File: config.mk
export PLATFORM = sky130hd
export DESIGN_NAME = integer_to_ascii_formatter
export DESIGN_NICKNAME = d
export VERILOG_FILES = /design/src/rtl/ifmt_pkg.sv /design/src/rtl/integer_to_ascii_formatter.sv /design/src/rtl/ifmt_bcd.sv
export SDC_FILE = /design/constraint.sdc
export NUM_CORES = 1
export LEC_CHECK = 0
export BUFFER_PORTS_ARGS = -buffer_cell sky130_fd_sc_hd__buf_2
export CORE_AREA = 4 4 153 155
export DETAILED_ROUTE_END_ITERATION = 7
export DIE_AREA = 0 0 157 159
export PLACE_DENSITY_LB_ADDON = 0.1
export SLEW_MARGIN = 20
export SYNTH_ARGS = -nofsm -noshare
export SYNTH_HDL_FRONTEND = slang
export SYNTH_SLANG_ARGS = --single-unit
File: constraint.sdc
create_clock -name i_clk -period 4.95 [get_ports i_clk]
set_input_delay 1.2375 -clock i_clk [delete_from_list [all_inputs] [get_ports i_clk]]
set_output_delay 1.2375 -clock i_clk [all_outputs]
set_load 0.02 [all_outputs]
File: src/rtl/ifmt_pkg.sv
// ifmt_pkg: shared types and constants for the integer to ASCII formatter.
// Used by integer_to_ascii_formatter and tb_top; depends on nothing.
package ifmt_pkg;

    localparam int FIELD_BITS = 32;      // width of the value field on the port

    typedef struct packed {
        logic [1:0]            mode;
        logic [FIELD_BITS-1:0] value;
        logic [4:0]            pad_width;
        logic [1:0]            hex_size;
    } t_in_item;

    typedef struct packed {
        logic [6:0] char_code;
        logic       last;
    } t_out_item;

    typedef enum logic [1:0] {
        S_IDLE,
        S_CONV,
        S_SIZE,
        S_EMIT
    } t_state;

    // mode codes; the unused code falls back to unsigned decimal
    localparam logic [1:0] MODE_UDEC = 2'd0;
    localparam logic [1:0] MODE_SDEC = 2'd1;
    localparam logic [1:0] MODE_HEX  = 2'd2;

    // hex digit count codes
    localparam logic [1:0] HSZ_ONE   = 2'd0;
    localparam logic [1:0] HSZ_TWO   = 2'd1;
    localparam logic [1:0] HSZ_FOUR  = 2'd2;
    localparam logic [1:0] HSZ_EIGHT = 2'd3;

    localparam logic [6:0] CH_ZERO  = 7'h30;
    localparam logic [6:0] CH_A     = 7'h41;
    localparam logic [6:0] CH_SPACE = 7'h20;
    localparam logic [6:0] CH_MINUS = 7'h2D;

endpackage

File: src/rtl/integer_to_ascii_formatter.sv
// Integer to ASCII formatter. Takes one request (mode, value, pad width, hex size) and
// sends its characters one per output request, the final one flagged with last. A hex
// request goes straight to emitting one character per digit (1, 2, 4 or 8). A decimal
// request goes through the shift-and-add-3 converter, one value bit per cycle; then a
// sizing state sets the field width, and the characters are sent one per cycle while
// the output does not stall (the larger of the digit count plus sign and the pad
// width). The input stays stalled until the last character has been sent, so a new
// request is not accepted before then; output stalls stretch the character phase.
// The last character may still sit in the output register when the next is accepted.
// Depends on ifmt_pkg and ifmt_bcd.
module integer_to_ascii_formatter #(
    parameter int MAX_PAD    = 20,
    parameter int VALUE_BITS = 32
) (
    input  logic                i_clk,
    input  logic                i_rst_n,
    input  logic                i_in_valid,
    output logic                o_in_stall,
    input  ifmt_pkg::t_in_item  i_in_data,
    output logic                o_out_valid,
    input  logic                i_out_stall,
    output ifmt_pkg::t_out_item o_out_data
);

    localparam int FB        = ifmt_pkg::FIELD_BITS;
    // decimal digits needed for VALUE_BITS bits (log10(2) ~ 0.30103)
    localparam int DIGITS    = (VALUE_BITS * 30103) / 100000 + 1;
    localparam int CHARS     = (MAX_PAD > DIGITS + 1) ? MAX_PAD : DIGITS + 1;
    localparam int REM_W     = $clog2(CHARS + 1);
    localparam int DIG_IDX_W = $clog2(DIGITS);

    ifmt_pkg::t_state r_state, n_state;

    logic [REM_W-1:0]      r_rem;
    logic [REM_W-1:0]      r_pad;
    logic                  r_neg;
    logic                  r_hex_mode;
    logic [FB-1:0]         r_hex;
    logic                  r_out_valid;
    ifmt_pkg::t_out_item   r_out;

    logic [VALUE_BITS-1:0] w_v;
    logic [FB-1:0]         w_hexv;
    logic                  w_neg;
    logic [VALUE_BITS-1:0] w_mag;
    logic                  w_accept;
    logic                  w_start;
    logic                  w_fire;
    logic                  w_busy;
    logic [DIGITS*4-1:0]   w_bcd;
    logic [REM_W-1:0]      w_nd;
    logic [REM_W-1:0]      w_width;
    logic [REM_W-1:0]      w_hex_cnt;
    logic [REM_W-1:0]      w_k;
    logic [3:0]            w_digit;
    logic [3:0]            w_nib;
    logic [6:0]            w_char;

    // value as seen at VALUE_BITS, and the same masked value for hex output
    generate
        if (VALUE_BITS <= FB) begin : g_narrow
            assign w_v    = i_in_data.value[VALUE_BITS-1:0];
            if (VALUE_BITS < FB) begin : g_mask
                assign w_hexv = {{(FB - VALUE_BITS){1'b0}}, i_in_data.value[VALUE_BITS-1:0]};
            end else begin : g_full
                assign w_hexv = i_in_data.value;
            end
        end else begin : g_wide
            assign w_v    = {{(VALUE_BITS - FB){1'b0}}, i_in_data.value};
            assign w_hexv = i_in_data.value;
        end
    endgenerate

    assign w_neg = (i_in_data.mode == ifmt_pkg::MODE_SDEC) && w_v[VALUE_BITS-1];
    assign w_mag = w_neg ? (~w_v + 1'b1) : w_v;

    always_comb begin
        case (i_in_data.hex_size)
            ifmt_pkg::HSZ_ONE:  w_hex_cnt = REM_W'(1);
            ifmt_pkg::HSZ_TWO:  w_hex_cnt = REM_W'(2);
            ifmt_pkg::HSZ_FOUR: w_hex_cnt = REM_W'(4);
            default:            w_hex_cnt = REM_W'(8);
        endcase
    end

    ifmt_bcd #(
        .VALUE_BITS (VALUE_BITS),
        .DIGITS     (DIGITS)
    ) u_bcd (
        .i_clk   (i_clk),
        .i_rst_n (i_rst_n),
        .i_start (w_start),
        .i_mag   (w_mag),
        .o_busy  (w_busy),
        .o_bcd   (w_bcd)
    );

    // digit count: index of the highest nonzero digit plus one, at least one
    always_comb begin
        w_nd = REM_W'(1);
        for (int i = 0; i < DIGITS; i++) begin
            if (w_bcd[i*4 +: 4] != 4'd0) begin
                w_nd = REM_W'(i + 1);
            end
        end
        w_width = w_nd + REM_W'(r_neg);
    end

    // k counts characters left after this one; zero marks the last
    assign w_k     = r_rem - 1'b1;
    assign w_digit = w_bcd[w_k[DIG_IDX_W-1:0]*4 +: 4];
    assign w_nib   = r_hex[w_k[2:0]*4 +: 4];

    always_comb begin
        if (r_hex_mode) begin
            if (w_nib <= 4'd9) begin
                w_char = ifmt_pkg::CH_ZERO + {3'b000, w_nib};
            end else begin
                w_char = ifmt_pkg::CH_A + {3'b000, w_nib} - 7'd10;
            end
        end else if (w_k < w_nd) begin
            w_char = ifmt_pkg::CH_ZERO + {3'b000, w_digit};
        end else if (r_neg && (w_k == w_nd)) begin
            w_char = ifmt_pkg::CH_MINUS;
        end else begin
            w_char = ifmt_pkg::CH_SPACE;
        end
    end

    // next state
    always_comb begin
        n_state = r_state;
        unique case (r_state)
            ifmt_pkg::S_IDLE: begin
                if (w_accept) begin
                    n_state = (i_in_data.mode == ifmt_pkg::MODE_HEX) ?
                              ifmt_pkg::S_EMIT : ifmt_pkg::S_CONV;
                end
            end
            ifmt_pkg::S_CONV: begin
                if (!w_busy) begin
                    n_state = ifmt_pkg::S_SIZE;
                end
            end
            ifmt_pkg::S_SIZE: n_state = ifmt_pkg::S_EMIT;
            ifmt_pkg::S_EMIT: begin
                if (w_fire && (r_rem == REM_W'(1))) begin
                    n_state = ifmt_pkg::S_IDLE;
                end
            end
            default: n_state = ifmt_pkg::S_IDLE;
        endcase
    end

    // control outputs
    always_comb begin
        o_in_stall = (r_state != ifmt_pkg::S_IDLE);
        w_accept   = i_in_valid && (r_state == ifmt_pkg::S_IDLE);
        w_start    = w_accept && (i_in_data.mode != ifmt_pkg::MODE_HEX);
        w_fire     = (r_state == ifmt_pkg::S_EMIT) && (!r_out_valid || !i_out_stall);
    end

    always_ff @(posedge i_clk) begin
        if (!i_rst_n) begin
            r_state     <= ifmt_pkg::S_IDLE;
            r_out_valid <= 1'b0;
            r_rem       <= '0;
        end else begin
            r_state <= n_state;
            if (w_fire) begin
                r_out_valid <= 1'b1;
            end else if (!i_out_stall) begin
                r_out_valid <= 1'b0;
            end
            if (w_accept) begin
                r_rem <= w_hex_cnt;
            end else if (r_state == ifmt_pkg::S_SIZE) begin
                r_rem <= (w_width > r_pad) ? w_width : r_pad;
            end else if (w_fire) begin
                r_rem <= w_k;
            end
        end
    end

    always_ff @(posedge i_clk) begin
        if (w_accept) begin
            r_hex_mode <= (i_in_data.mode == ifmt_pkg::MODE_HEX);
            r_neg      <= w_neg;
            r_hex      <= w_hexv;
            if (int'(i_in_data.pad_width) > MAX_PAD) begin
                r_pad <= REM_W'(MAX_PAD);
            end else begin
                r_pad <= REM_W'(i_in_data.pad_width);
            end
        end
        if (w_fire) begin
            r_out.char_code <= w_char;
            r_out.last      <= (r_rem == REM_W'(1));
        end
    end

    assign o_out_valid = r_out_valid;
    assign o_out_data  = r_out;

endmodule

File: src/rtl/ifmt_bcd.sv
// ifmt_bcd: iterative binary to BCD converter (shift and add-3), one bit per cycle.
// Stand-alone; no package dependencies.
module ifmt_bcd #(
    parameter int VALUE_BITS = 32,
    parameter int DIGITS     = 10
) (
    input  logic                    i_clk,
    input  logic                    i_rst_n,
    input  logic                    i_start,
    input  logic [VALUE_BITS-1:0]   i_mag,
    output logic                    o_busy,
    output logic [DIGITS*4-1:0]     o_bcd
);

    localparam int CNT_W = $clog2(VALUE_BITS + 1);

    logic [VALUE_BITS-1:0] r_bin;
    logic [DIGITS*4-1:0]   r_bcd;
    logic [CNT_W-1:0]      r_cnt;
    logic                  r_busy;
    logic [DIGITS*4-1:0]   w_adj;

    // add 3 to every digit of 5 or more before the shift
    always_comb begin
        for (int i = 0; i < DIGITS; i++) begin
            if (r_bcd[i*4 +: 4] >= 4'd5) begin
                w_adj[i*4 +: 4] = r_bcd[i*4 +: 4] + 4'd3;
            end else begin
                w_adj[i*4 +: 4] = r_bcd[i*4 +: 4];
            end
        end
    end

    always_ff @(posedge i_clk) begin
        if (!i_rst_n) begin
            r_busy <= 1'b0;
            r_cnt  <= '0;
        end else if (i_start) begin
            r_busy <= 1'b1;
            r_cnt  <= '0;
        end else if (r_busy) begin
            r_cnt <= r_cnt + 1'b1;
            if (r_cnt == CNT_W'(VALUE_BITS - 1)) begin
                r_busy <= 1'b0;
            end
        end
    end

    always_ff @(posedge i_clk) begin
        if (i_start) begin
            r_bin <= i_mag;
            r_bcd <= '0;
        end else if (r_busy) begin
            r_bcd <= {w_adj[DIGITS*4-2:0], r_bin[VALUE_BITS-1]};
            r_bin <= {r_bin[VALUE_BITS-2:0], 1'b0};
        end
    end

    assign o_busy = r_busy;
    assign o_bcd  = r_bcd;

endmodule

# Word level (Yosys, flattened, before mapping)
# Cells that the tools add are included.
# Widths: inputs -> output; s select.
[op_classes] n_eq_ne=15 n_bitwise=2 order_cmp=14 addsub=18 muxes=41 n_shift=2 n_reduce_logical=25
[ops] cell="$mux 32" count=3
[ops] cell="$mux 5" count=12
[ops] cell="$ge 4x3->1 const B" count=10
[ops] cell="$mux 4" count=10
[ops] cell="$shiftx 40x7->4" count=1
[ops] cell="$add 4x2->4 const B" count=9
[ops] cell="$reduce_bool 4->1" count=9
[ops] cell="$add 32x1->32 const B" count=1
[ops] cell="$not 32->32" count=1
[ops] cell="$shiftx 32x6->4" count=1
[ops] cell="$mux 7" count=3
[ops] cell="$add 6x4->7 const A" count=2
[ops] cell="$pmux 4 s3" count=1
[ops] cell="$mux 2" count=5
[ops] cell="$eq 2x2->1 const B" count=4
[ops] cell="$ne 2x2->1 const B" count=4
[ops] cell="$pmux 2 s4" count=1
[ops] cell="$add 7x4->7 const A" count=1
[ops] cell="$sub 7x4->7 const B" count=1
[ops] cell="$add 6x1->6 const B" count=1
[ops] cell="$eq 2x1->1 const B" count=3
[ops] cell="$eq 6x5->1 const B" count=1
[ops] cell="$logic_and 1x1->1" count=6
[ops] cell="$add 5x1->5" count=1
[ops] cell="19 further kinds" count=26
[totals] output_inout_bits=10 input_bits=45 regBits=134 wordCells=130

# Depth between registers and ports, before layout
# Gate-level depths: netlist of run 1.
[logic_depth] depth_word=15 mapped_depth=18 depth_no_buf=18

# Cells and area by module
# Synthesis of run 1 repeated with hierarchy kept, for this count alone.
[unflattened] cells_unflattened=761 hier_area_um2=7947.6
[modules_own_cells] module="ifmt_bcd" instances=1 area_per_inst_um2=4063.9 cells_per_inst=401 seq_area_each_um2=1901.8
[modules_own_cells] module="integer_to_ascii_formatter" instances=1 area_per_inst_um2=3883.7 cells_per_inst=360 seq_area_each_um2=1571.5

# Least setup slack after synthesis of run 1
# No wires, ideal clock.
[synth_path] path_type="input-to-reg" start="input port i_in_valid" end="register u_bcd.r_bin[0] (enable)" setup_slack_ns=1.155 n_path_buf=2 path_stages=6 required_time_ns=4.561 arrival_time_ns=3.406 setup_time_ns=0.389 path_cell_list="nand2_1 > inv_1 > nand2b_1 > clkbuf_1 > clkbuf_1 > nand2_1"
[synth_between] elab_chain_cells=3
[synth_lines] item="from (decl)" line="integer_to_ascii_formatter.sv:17" text="input logic i_in_valid,"
[synth_lines] item="$logic_and 1x1->1" line="integer_to_ascii_formatter.sv:158" text="w_accept = i_in_valid && (r_state == ifmt_pkg::S_IDLE);"
[synth_lines] item="net w_accept" line="integer_to_ascii_formatter.sv:46" text="logic w_accept;"
[synth_lines] item="$logic_and 1x1->1" line="integer_to_ascii_formatter.sv:159" text="w_start = w_accept && (i_in_data.mode != ifmt_pkg::MODE_HEX);"
[synth_lines] item="$reduce_bool 2->1 (no source line)"
[synth_lines] item="to (signal assigned)" line="ifmt_bcd.sv:51" text="r_bin <= i_mag;"
[synth_lines] item="to (signal assigned)" line="ifmt_bcd.sv:55" text="r_bin <= {r_bin[VALUE_BITS-2:0], 1'b0};"
[synth_lines] item="to (decl)" line="ifmt_bcd.sv:17" text="logic [VALUE_BITS-1:0] r_bin;"
# The timed path passes the listed nets, and every way through them passes these cells.
# A chain may end at the register's enable or synchronous reset.

# Worst setup path in the final report of run 1
[layout_path] start="register u_bcd.r_bcd[4] (netlist: u_bcd.o_bcd[4])" end="register r_rem[3]"
[layout_between] elab_chain_cells=15
[layout_lines] item="from (decl)" line="ifmt_bcd.sv:18" text="logic [DIGITS*4-1:0] r_bcd;"
[layout_lines] item="from (signal assigned)" line="ifmt_bcd.sv:54" text="r_bcd <= {w_adj[DIGITS*4-2:0], r_bin[VALUE_BITS-1]};"
[layout_lines] item="$reduce_bool 4->1 *" line="integer_to_ascii_formatter.sv:102" text="if (w_bcd[i*4 +: 4] != 4'd0) begin"
[layout_lines] item="$mux 2 *" line="integer_to_ascii_formatter.sv:102"
[layout_lines] item="$mux 5 * (8 in a row)" line="integer_to_ascii_formatter.sv:102"
[layout_lines] item="$add 5x1->5 *" line="integer_to_ascii_formatter.sv:106" text="w_width = w_nd + REM_W'(r_neg);"
[layout_lines] item="$gt 5x5->1" line="integer_to_ascii_formatter.sv:178" text="r_rem <= (w_width > r_pad) ? w_width : r_pad;"
[layout_lines] item="$mux 5 *" line="integer_to_ascii_formatter.sv:178"
[layout_lines] item="$mux 5 *" line="integer_to_ascii_formatter.sv:177" text="end else if (r_state == ifmt_pkg::S_SIZE) begin"
[layout_lines] item="$mux 5 *" line="integer_to_ascii_formatter.sv:175" text="if (w_accept) begin"
[layout_lines] item="to (signal assigned)" line="integer_to_ascii_formatter.sv:176" text="r_rem <= w_hex_cnt;"
[layout_lines] item="to (signal assigned)" line="integer_to_ascii_formatter.sv:178"
[layout_lines] item="to (signal assigned)" line="integer_to_ascii_formatter.sv:180" text="r_rem <= w_k;"
[layout_lines] item="to (decl)" line="integer_to_ascii_formatter.sv:34" text="logic [REM_W-1:0] r_rem;"
# Mark *: on every way between the ends. The rest lies on a longest branch, timed or not.

==> results of run 1 <==
## synth_stat cells, drive strengths merged (20+ instances only)
library cell | instances | area, µm²
ha | 42 | 526
nor2 | 79 | 297
nand2 | 78 | 293
mux2i | 24 | 240
o21ai | 70 | 350
inv | 47 | 176
dfxtp | 55 | 1100
xor2 | 22 | 193
xnor2 | 37 | 324
edfxtp | 79 | 2370
clkbuf | 22 | 82.6
nor3 | 20 | 105
a21oi | 59 | 295
## registers in the layout, summed over array words and instances, names as in the netlist
register	flops
r_neg	1
u_bcd.r_cnt	6
r_hex	32
o_out_valid	1
r_state	2
u_bcd.r_bin	32
u_bcd.o_bcd	40
o_out_data	8
u_bcd.o_busy	1
r_hex_mode	1
r_rem	5
r_pad	5
## worst min path at each step
stage                          from              end  cells past startpoint
floorplan           u_bcd.o_bcd[39]  u_bcd.o_bcd[39]                      2
global placement    u_bcd.o_bcd[39]  u_bcd.o_bcd[39]                      2
detailed placement  u_bcd.o_bcd[39]  u_bcd.o_bcd[39]                      2
CTS                 u_bcd.o_bcd[39]  u_bcd.o_bcd[39]                      2
global route        u_bcd.o_bcd[39]  u_bcd.o_bcd[39]                      2
finish              u_bcd.o_bcd[39]  u_bcd.o_bcd[39]                      2
## cells by family after synthesis
logic type / Yosys count / share of synthesized area [%]
AND/OR/NAND/NOR: 249 / 15.8
AO/OA/AOI/OAI: 174 / 13.0
flip-flops: 134 / 45.4
buffers and inverters: 76 / 3.80
XOR/XNOR: 59 / 6.76
multiplexers: 43 / 8.30
adder cells (fa/ha/maj): 42 / 6.87
other: 1 / 0.0491
## layer usage
metal	up-vias	routed length (µm)	share of wire, %	global-route usage [%]
li1	2867	-	-	-
met1	2817	8500	46	20.1
met2	90	9220	50	25.7
met3	21	529	2.8	2.72
met4	0	344	1.9	4.85
met5	-	0	0	0
## power by group
group,total [mW],switching (mW),internal [mW]
clock network,1.22,0.555,0.664
registers,1.64,0.120,1.52
logic,1.58,0.978,0.598
## per-stage QoR
| stage | cells | cell area (µm²) | setup slack (ns) | total power, mW | util, % |
|---|---|---|---|---|---|
| 4_1_cts | 1122 | 8770 | 1.01 | 4.51 | 40.2 |
| 6_report | 1122 | 8770 | 1.01 | 4.44 | 40.2 |
| 5_1_grt | 1122 | 8770 | 0.560 | 4.76 | 40.2 |
| 3_5_place_dp | 1090 | 8210 | 1.04 | 3.26 | 37.6 |
| 3_3_place_gp | 1090 | 8210 | 1.11 | 3.22 | 37.6 |
| 2_1_floorplan | 778 | 7640 | 1.15 | 2.81 | - |
## cell usage in the layout (no fill, tap or decap), types with 4 or more instances in the layout
cell and instances:
a211oi_1 4, a21oi_1 59, a31oi_1 12, and2_1 6, buf_2 54, buf_4 7, clkbuf_16 17, dfxtp_1 55
edfxtp_1 79, ha_1 42, inv_1 45, inv_6 5, inv_8 5, mux2i_1 24, mux4_2 16, nand2_1 78
nand2b_1 11, nand3_1 16, nand4_1 5, nor2_1 78, nor2b_1 6, nor3_1 19, nor3b_1 7, o21ai_0 70
o31ai_1 7, xnor2_1 37, xor2_1 22
## layout make-up
cell class / count / area [µm²]
repair buffers: 61 / 323
clock inverters: 15 / 135
well taps: 280 / 350
fillers: 2136 / 13000
multi-input cells: 568 / 3890
flip-flops and latches: 134 / 3470
inverters: 47 / 176
clock buffers: 17 / 425
## worst max-delay path, delay by kind of cell (launching register included)
family                   cells  cell delay (ns)
flip-flops                   1             0.35
AND/OR/NAND/NOR              2             0.44
AO/OA/AOI/OAI                8             1.43
multiplexers                 1             0.40
XOR/XNOR                     1             0.19
adder cells (fa/ha/maj)      4             0.84
buffers and inverters        2             0.16
==> impl_metrics.yaml, run 1 <==
status:
  status: "complete, no violations"
timing:
  setup_tns_ns: 0
  max_slew_margin_pct: 47.3
  worstMarginPinSlew_ns: 0.785
  whs_ns: 0.491
  fmax_ghz: 0.254
  finalCriticalPeriod_ns: 3.94
  maxSlewViolCount: 0
  skew_ns: 0.0100
  grt_setup_unrepaired: "false"
  setup_viol_count_final: 0
  min_period_over_period_pct: 79.6
  hold_viol_final: 0
drt:
  ant_nets: 0
  wl_um: 18600
  wl_per_cell_um: 16.6
  drc: 0
  vias_per_cell: 5.16
  drt-initial-drc-count: 224
  num_vias: 5795
  drt_first_pass_iters: 4
grt:
  grt_max_degree: 59
  overflow: 0
  grt_use_total_pct: 15.3
  antenna_found_initial: 0
  grt_pass1_wl_um: 30500
  grt_pass1_vias: 5843
power_and_ir_drop:
  vdd_drop_max_mv: 0.244
  power.density_nw_per_um2: 505
  p_leak_nw: 3.29
synth:
  ys_types: 57
  synth_seq_cells: 134
  seq_area_frac_synth_pct: 45.4
  synthArstFlopShare_pct: 0
  synth_area_um2: 7640
  syn_nets: 865
  synth_edf_count: 79
  syn_avg_cell_area_um2: 9.83
  syn_inst: 778
  ys.flop_type: "edfxtp_1"
  ys_warn_count: 0
worst_setup_path:
  worstPathCellList: "inv_1, ha_1, nor3b_1, o21ai_0, a21oi_1, o21ai_0, a21oi_1, ha_1, ha_1, xor2_1, inv_1, ha_1, and3_1, o21ai_0, a32oi_1, mux2_2, a31oi_1, a21oi_1"
  crit_fanout: 6
  crit_required_ns: 5.26
  worstReg2RegEnd: "r_rem[3]"
  crit_path_start_kind: "register"
  r2r_cells: 18
  crit_start: "u_bcd.o_bcd[4]"
  critPathArrivalTime_ns: 4.24
  critPathKind: "register to register"
  endpoint_kind: "register"
  r2r_start: "u_bcd.o_bcd[4]"
  critPathMostFrequentCell: "ha_1"
  slowest_stage: "a32oi_1"
  cpPeakStageDelay_ns: 0.46
  endpoint: "r_rem[3]"
  r2r_slack_ns: 1.01
floorplan:
  core_area_um2: 21800
  rows: 54
  die_x_um: 157
  ios: 55
  die_y_um: 159
  initial_core_util_pct: 35.0
  dieArea_um2: 25000
layout:
  drive_gt1_share_pct: 15.4
  area_growth_pct: 14.8
  diodes: 0
  nets: 916
job:
  drv_cap: 0
placement:
  place_hpwl_um: 13400
  place_congestion: 0.844
  io_buffers: 54
clock_network:
  post_cts_buffers: 0
  clk_latency_ns: 0.43
  cts_tree: "done"
  cts_sinks: 134
  cts-root-buf: "clkbuf_16"
  htreeDepth: 4
  clock_path_buffers: 2
  clk_pin_slew_ns: 0.07
  cts-resized-gates: 0
  cts_buffers: 17
  hold_buffers: 0
hold_path:
  hp-class: "register to register"
Power figures use the tool's default switching activity.
==> inputs of run 2 (changes only) <==
--- a/config.mk
+++ b/config.mk
@@ -5,10 +5,11 @@
 export SDC_FILE = /design/constraint.sdc
 export NUM_CORES = 1
 export LEC_CHECK = 0
+export ABC_AREA = 1
 export BUFFER_PORTS_ARGS = -buffer_cell sky130_fd_sc_hd__buf_2
-export CORE_AREA = 4 4 153 155
+export CORE_AREA = 4 4 158 160
 export DETAILED_ROUTE_END_ITERATION = 7
-export DIE_AREA = 0 0 157 159
+export DIE_AREA = 0 0 162 164
 export PLACE_DENSITY_LB_ADDON = 0.1
 export SLEW_MARGIN = 20
 export SYNTH_ARGS = -nofsm -noshare
==> constraint.sdc (replaced) <==
create_clock -name i_clk -period 3.4 [get_ports i_clk]
set_input_delay 0.85 -clock i_clk [delete_from_list [all_inputs] [get_ports i_clk]]
set_output_delay 0.85 -clock i_clk [all_outputs]
set_load 0.02 [all_outputs]
==> impl_metrics.yaml, run 2 <==
drt:
  drt-initial-drc-count: 416
  wl_per_cell_um: 15.4
  wl_um: 21700
  vias_per_cell: 4.84
  drt_first_pass_iters: 5
  num_vias: 6803
  drc: 0
  ant_nets: 0
worst_setup_path:
  crit_fanout: 8
  worstReg2RegEnd: "r_rem[2]"
  slowest_stage: "dfxtp_2"
  endpoint: "r_rem[2]"
  crit_required_ns: 3.71
  r2r_start: "u_bcd.o_bcd[8]"
  cpPeakStageDelay_ns: 0.34
  path_delay_family: "simple AND/OR/NAND/NOR gates"
  r2r_cells: 24
  cp_num_cells: 24
  path_buf_inv: 4
  worstPathCellList: "inv_1, ha_2, inv_2, nor2_1, a21oi_1, nor2_1, nor2_1, o21ai_0, a21oi_1, ha_2, ha_2, nand3_1, and2_1, ha_4, nand2_1, inv_1, o21bai_1, nand3_1, nand2_4, inv_1, nand3_1, nand3_1, a21oi_1, nor2_1"
  crit_start: "u_bcd.o_bcd[8]"
  critPathArrivalTime_ns: 3.49
  r2r_slack_ns: 0.22
  critPathKind: "register to register"
  crit_path_start_kind: "register"
  endpoint_kind: "register"
synth:
  syn_avg_cell_area_um2: 8.03
  synth_seq_cells: 134
  yosys.area.top_type: "edfxtp_1"
  ys_warn_count: 0
  syn_nets: 1099
  synth_top_area_share_pct: 29.2
  ys.flop_type: "edfxtp_1"
  yosysMostFrequentCell: "nand2_1"
  ys_top_cells_by_count: "nand2_1 (196), inv_1 (127), nor2_1 (83)"
  seq_area_frac_synth_pct: 42.7
  syn_inst: 1012
  synth_edf_count: 79
  synth_area_um2: 8130
  synthArstFlopShare_pct: 0
  ys_types: 55
  synth.area.top_cells: "edfxtp_1 (29%), dfxtp_1 (14%), nand2_1 (9.1%)"
clock_network:
  htreeDepth: 4
  hold_buffers: 0
  clk_latency_ns: 0.43
  cts-root-buf: "clkbuf_16"
  cts_sinks: 134
  cts_tree: "done"
  clk_pin_slew_ns: 0.06
  cts_buffers: 17
  clock_path_buffers: 2
placement:
  place_hpwl_um: 16000
  placed_cells: 1373
  place_congestion: 0.831
  io_buffers: 54
power_and_ir_drop:
  p_leak_nw: 3.85
  power.density_nw_per_um2: 797
  vdd_drop_max_mv: 0.361
floorplan:
  ios: 55
  dieArea_um2: 26600
  rows: 56
  die_x_um: 162
  initial_core_util_pct: 34.7
  die_y_um: 164
  core_area_um2: 23400
grt:
  overflow: 0
  grt_pass1_vias: 6764
  antenna_found_initial: 0
  grt_use_total_pct: 16.9
  grt_pass1_wl_um: 35600
  grt_max_degree: 53
layout:
  largest_reg_flops: 40
  diodes: 0
  drive_gt1_share_pct: 16.6
  final_util_pct: 40.4
  nFillCells: 2464
  nets: 1161
  final_common_cell: "nand2_1"
  final_cell_count_no_fill: 1406
  area_growth_pct: 16.4
  layout_common_cells: "nand2_1 (195), inv_1 (121), nor2_1 (82)"
timing:
  setup_viol_count_final: 0
  min_period_over_period_pct: 93.5
  maxSlewViolCount: 0
  setup_tns_ns: 0
  grt_setup_unrepaired: "false"
  max_slew_margin_pct: 62.3
  fmax_ghz: 0.315
  finalCriticalPeriod_ns: 3.18
  worstMarginPinSlew_ns: 0.565
  skew_ns: 0.0162
  hold_viol_final: 0
status:
  status: "complete, no violations"
job:
  drv_cap: 0
hold_path:
  hp-class: "register to register"
-- run 2: changes by cell type after synthesis, sizes merged, moves of 24 or more --
cell   before  now
inv        47  141
nand3      16   58
mux2i      24    0
xnor2      37    3
o21ai      70  115
nand2      78  206
-- run 2: repair_timing --
action                                  CTS  global route
setup buffers                             0             1
hold endpoints to repair                  0             0
endpoints found under the setup margin    0             5
resized for setup                         0            23
-- run 2: cell type report --
class | count | area, µm² | area share, %
multi-input cells | 703 | 3990 | 42.2
flip-flops and latches | 134 | 3480 | 36.8
inverters | 142 | 536 | 5.66
repair buffers | 76 | 460 | 4.87
clock buffers | 17 | 425 | 4.50
well taps | 319 | 399 | 4.22
clock inverters | 15 | 170 | 1.80
-- run 2: worst min path at each step --
stage                               start               to  slack (ns)  cells after the start
after floorplan           u_bcd.r_bin[31]   u_bcd.o_bcd[0]        0.42                      2
after global placement    u_bcd.o_bcd[29]  u_bcd.o_bcd[29]        0.49                      2
after detailed placement  u_bcd.o_bcd[29]  u_bcd.o_bcd[29]        0.49                      2
after CTS                 u_bcd.o_bcd[29]  u_bcd.o_bcd[29]        0.50                      2
after global routing      u_bcd.o_bcd[21]  u_bcd.o_bcd[21]        0.52                      2
final                     u_bcd.o_bcd[21]  u_bcd.o_bcd[21]        0.50                      2
-- run 2: cell families (layout without fill, tap and decap cells) --
group,Yosys count,count (layout),share of synthesized area [%]
AO/OA/AOI/OAI,234,234,16.7
XOR/XNOR,27,27,3.19
adder cells (fa/ha/maj),42,42,6.46
buffers and inverters,175,250,8.87
flip-flops,134,134,42.7
multiplexers,1,1,0.139
other,1,1,0.0461
AND/OR/NAND/NOR,398,398,21.8
-- run 2: through the flow --
stage	hold slack (ns)	setup WS (ns)	power, mW	area [µm²]
floorplan	0.423	0.481	4.75	8130
global placement	0.488	0.111	5.71	8800
detailed placement	0.489	0.0451	5.68	8800
CTS	0.498	0.0303	7.59	9400
global route	0.515	0.000279	8.15	9460
finish	0.498	0.222	7.54	9460
-- run 2: tightest hold or removal path, delay by kind of cell (launching register included) --
kind            cells  cell delay [ns]
compound gates      1             0.07
flops               1             0.32
simple gates        1             0.06
-- run 2: where the power goes --
| group | internal, mW | switching (mW) |
|---|---|---|
| combinational | 1.09 | 2.16 |
| sequential | 2.23 | 0.172 |
| clock | 1.10 | 0.786 |
-- run 2: routing by layer --
| metal | vias up | track usage, % | wire length (µm) |
|---|---|---|---|
| met5 | - | 0 | 0 |
| met4 | 0 | 3.38 | 195 |
| met3 | 15 | 3.64 | 701 |
| met2 | 99 | 28.4 | 10200 |
| met1 | 3147 | 22.7 | 10600 |
| li1 | 3542 | - | - |
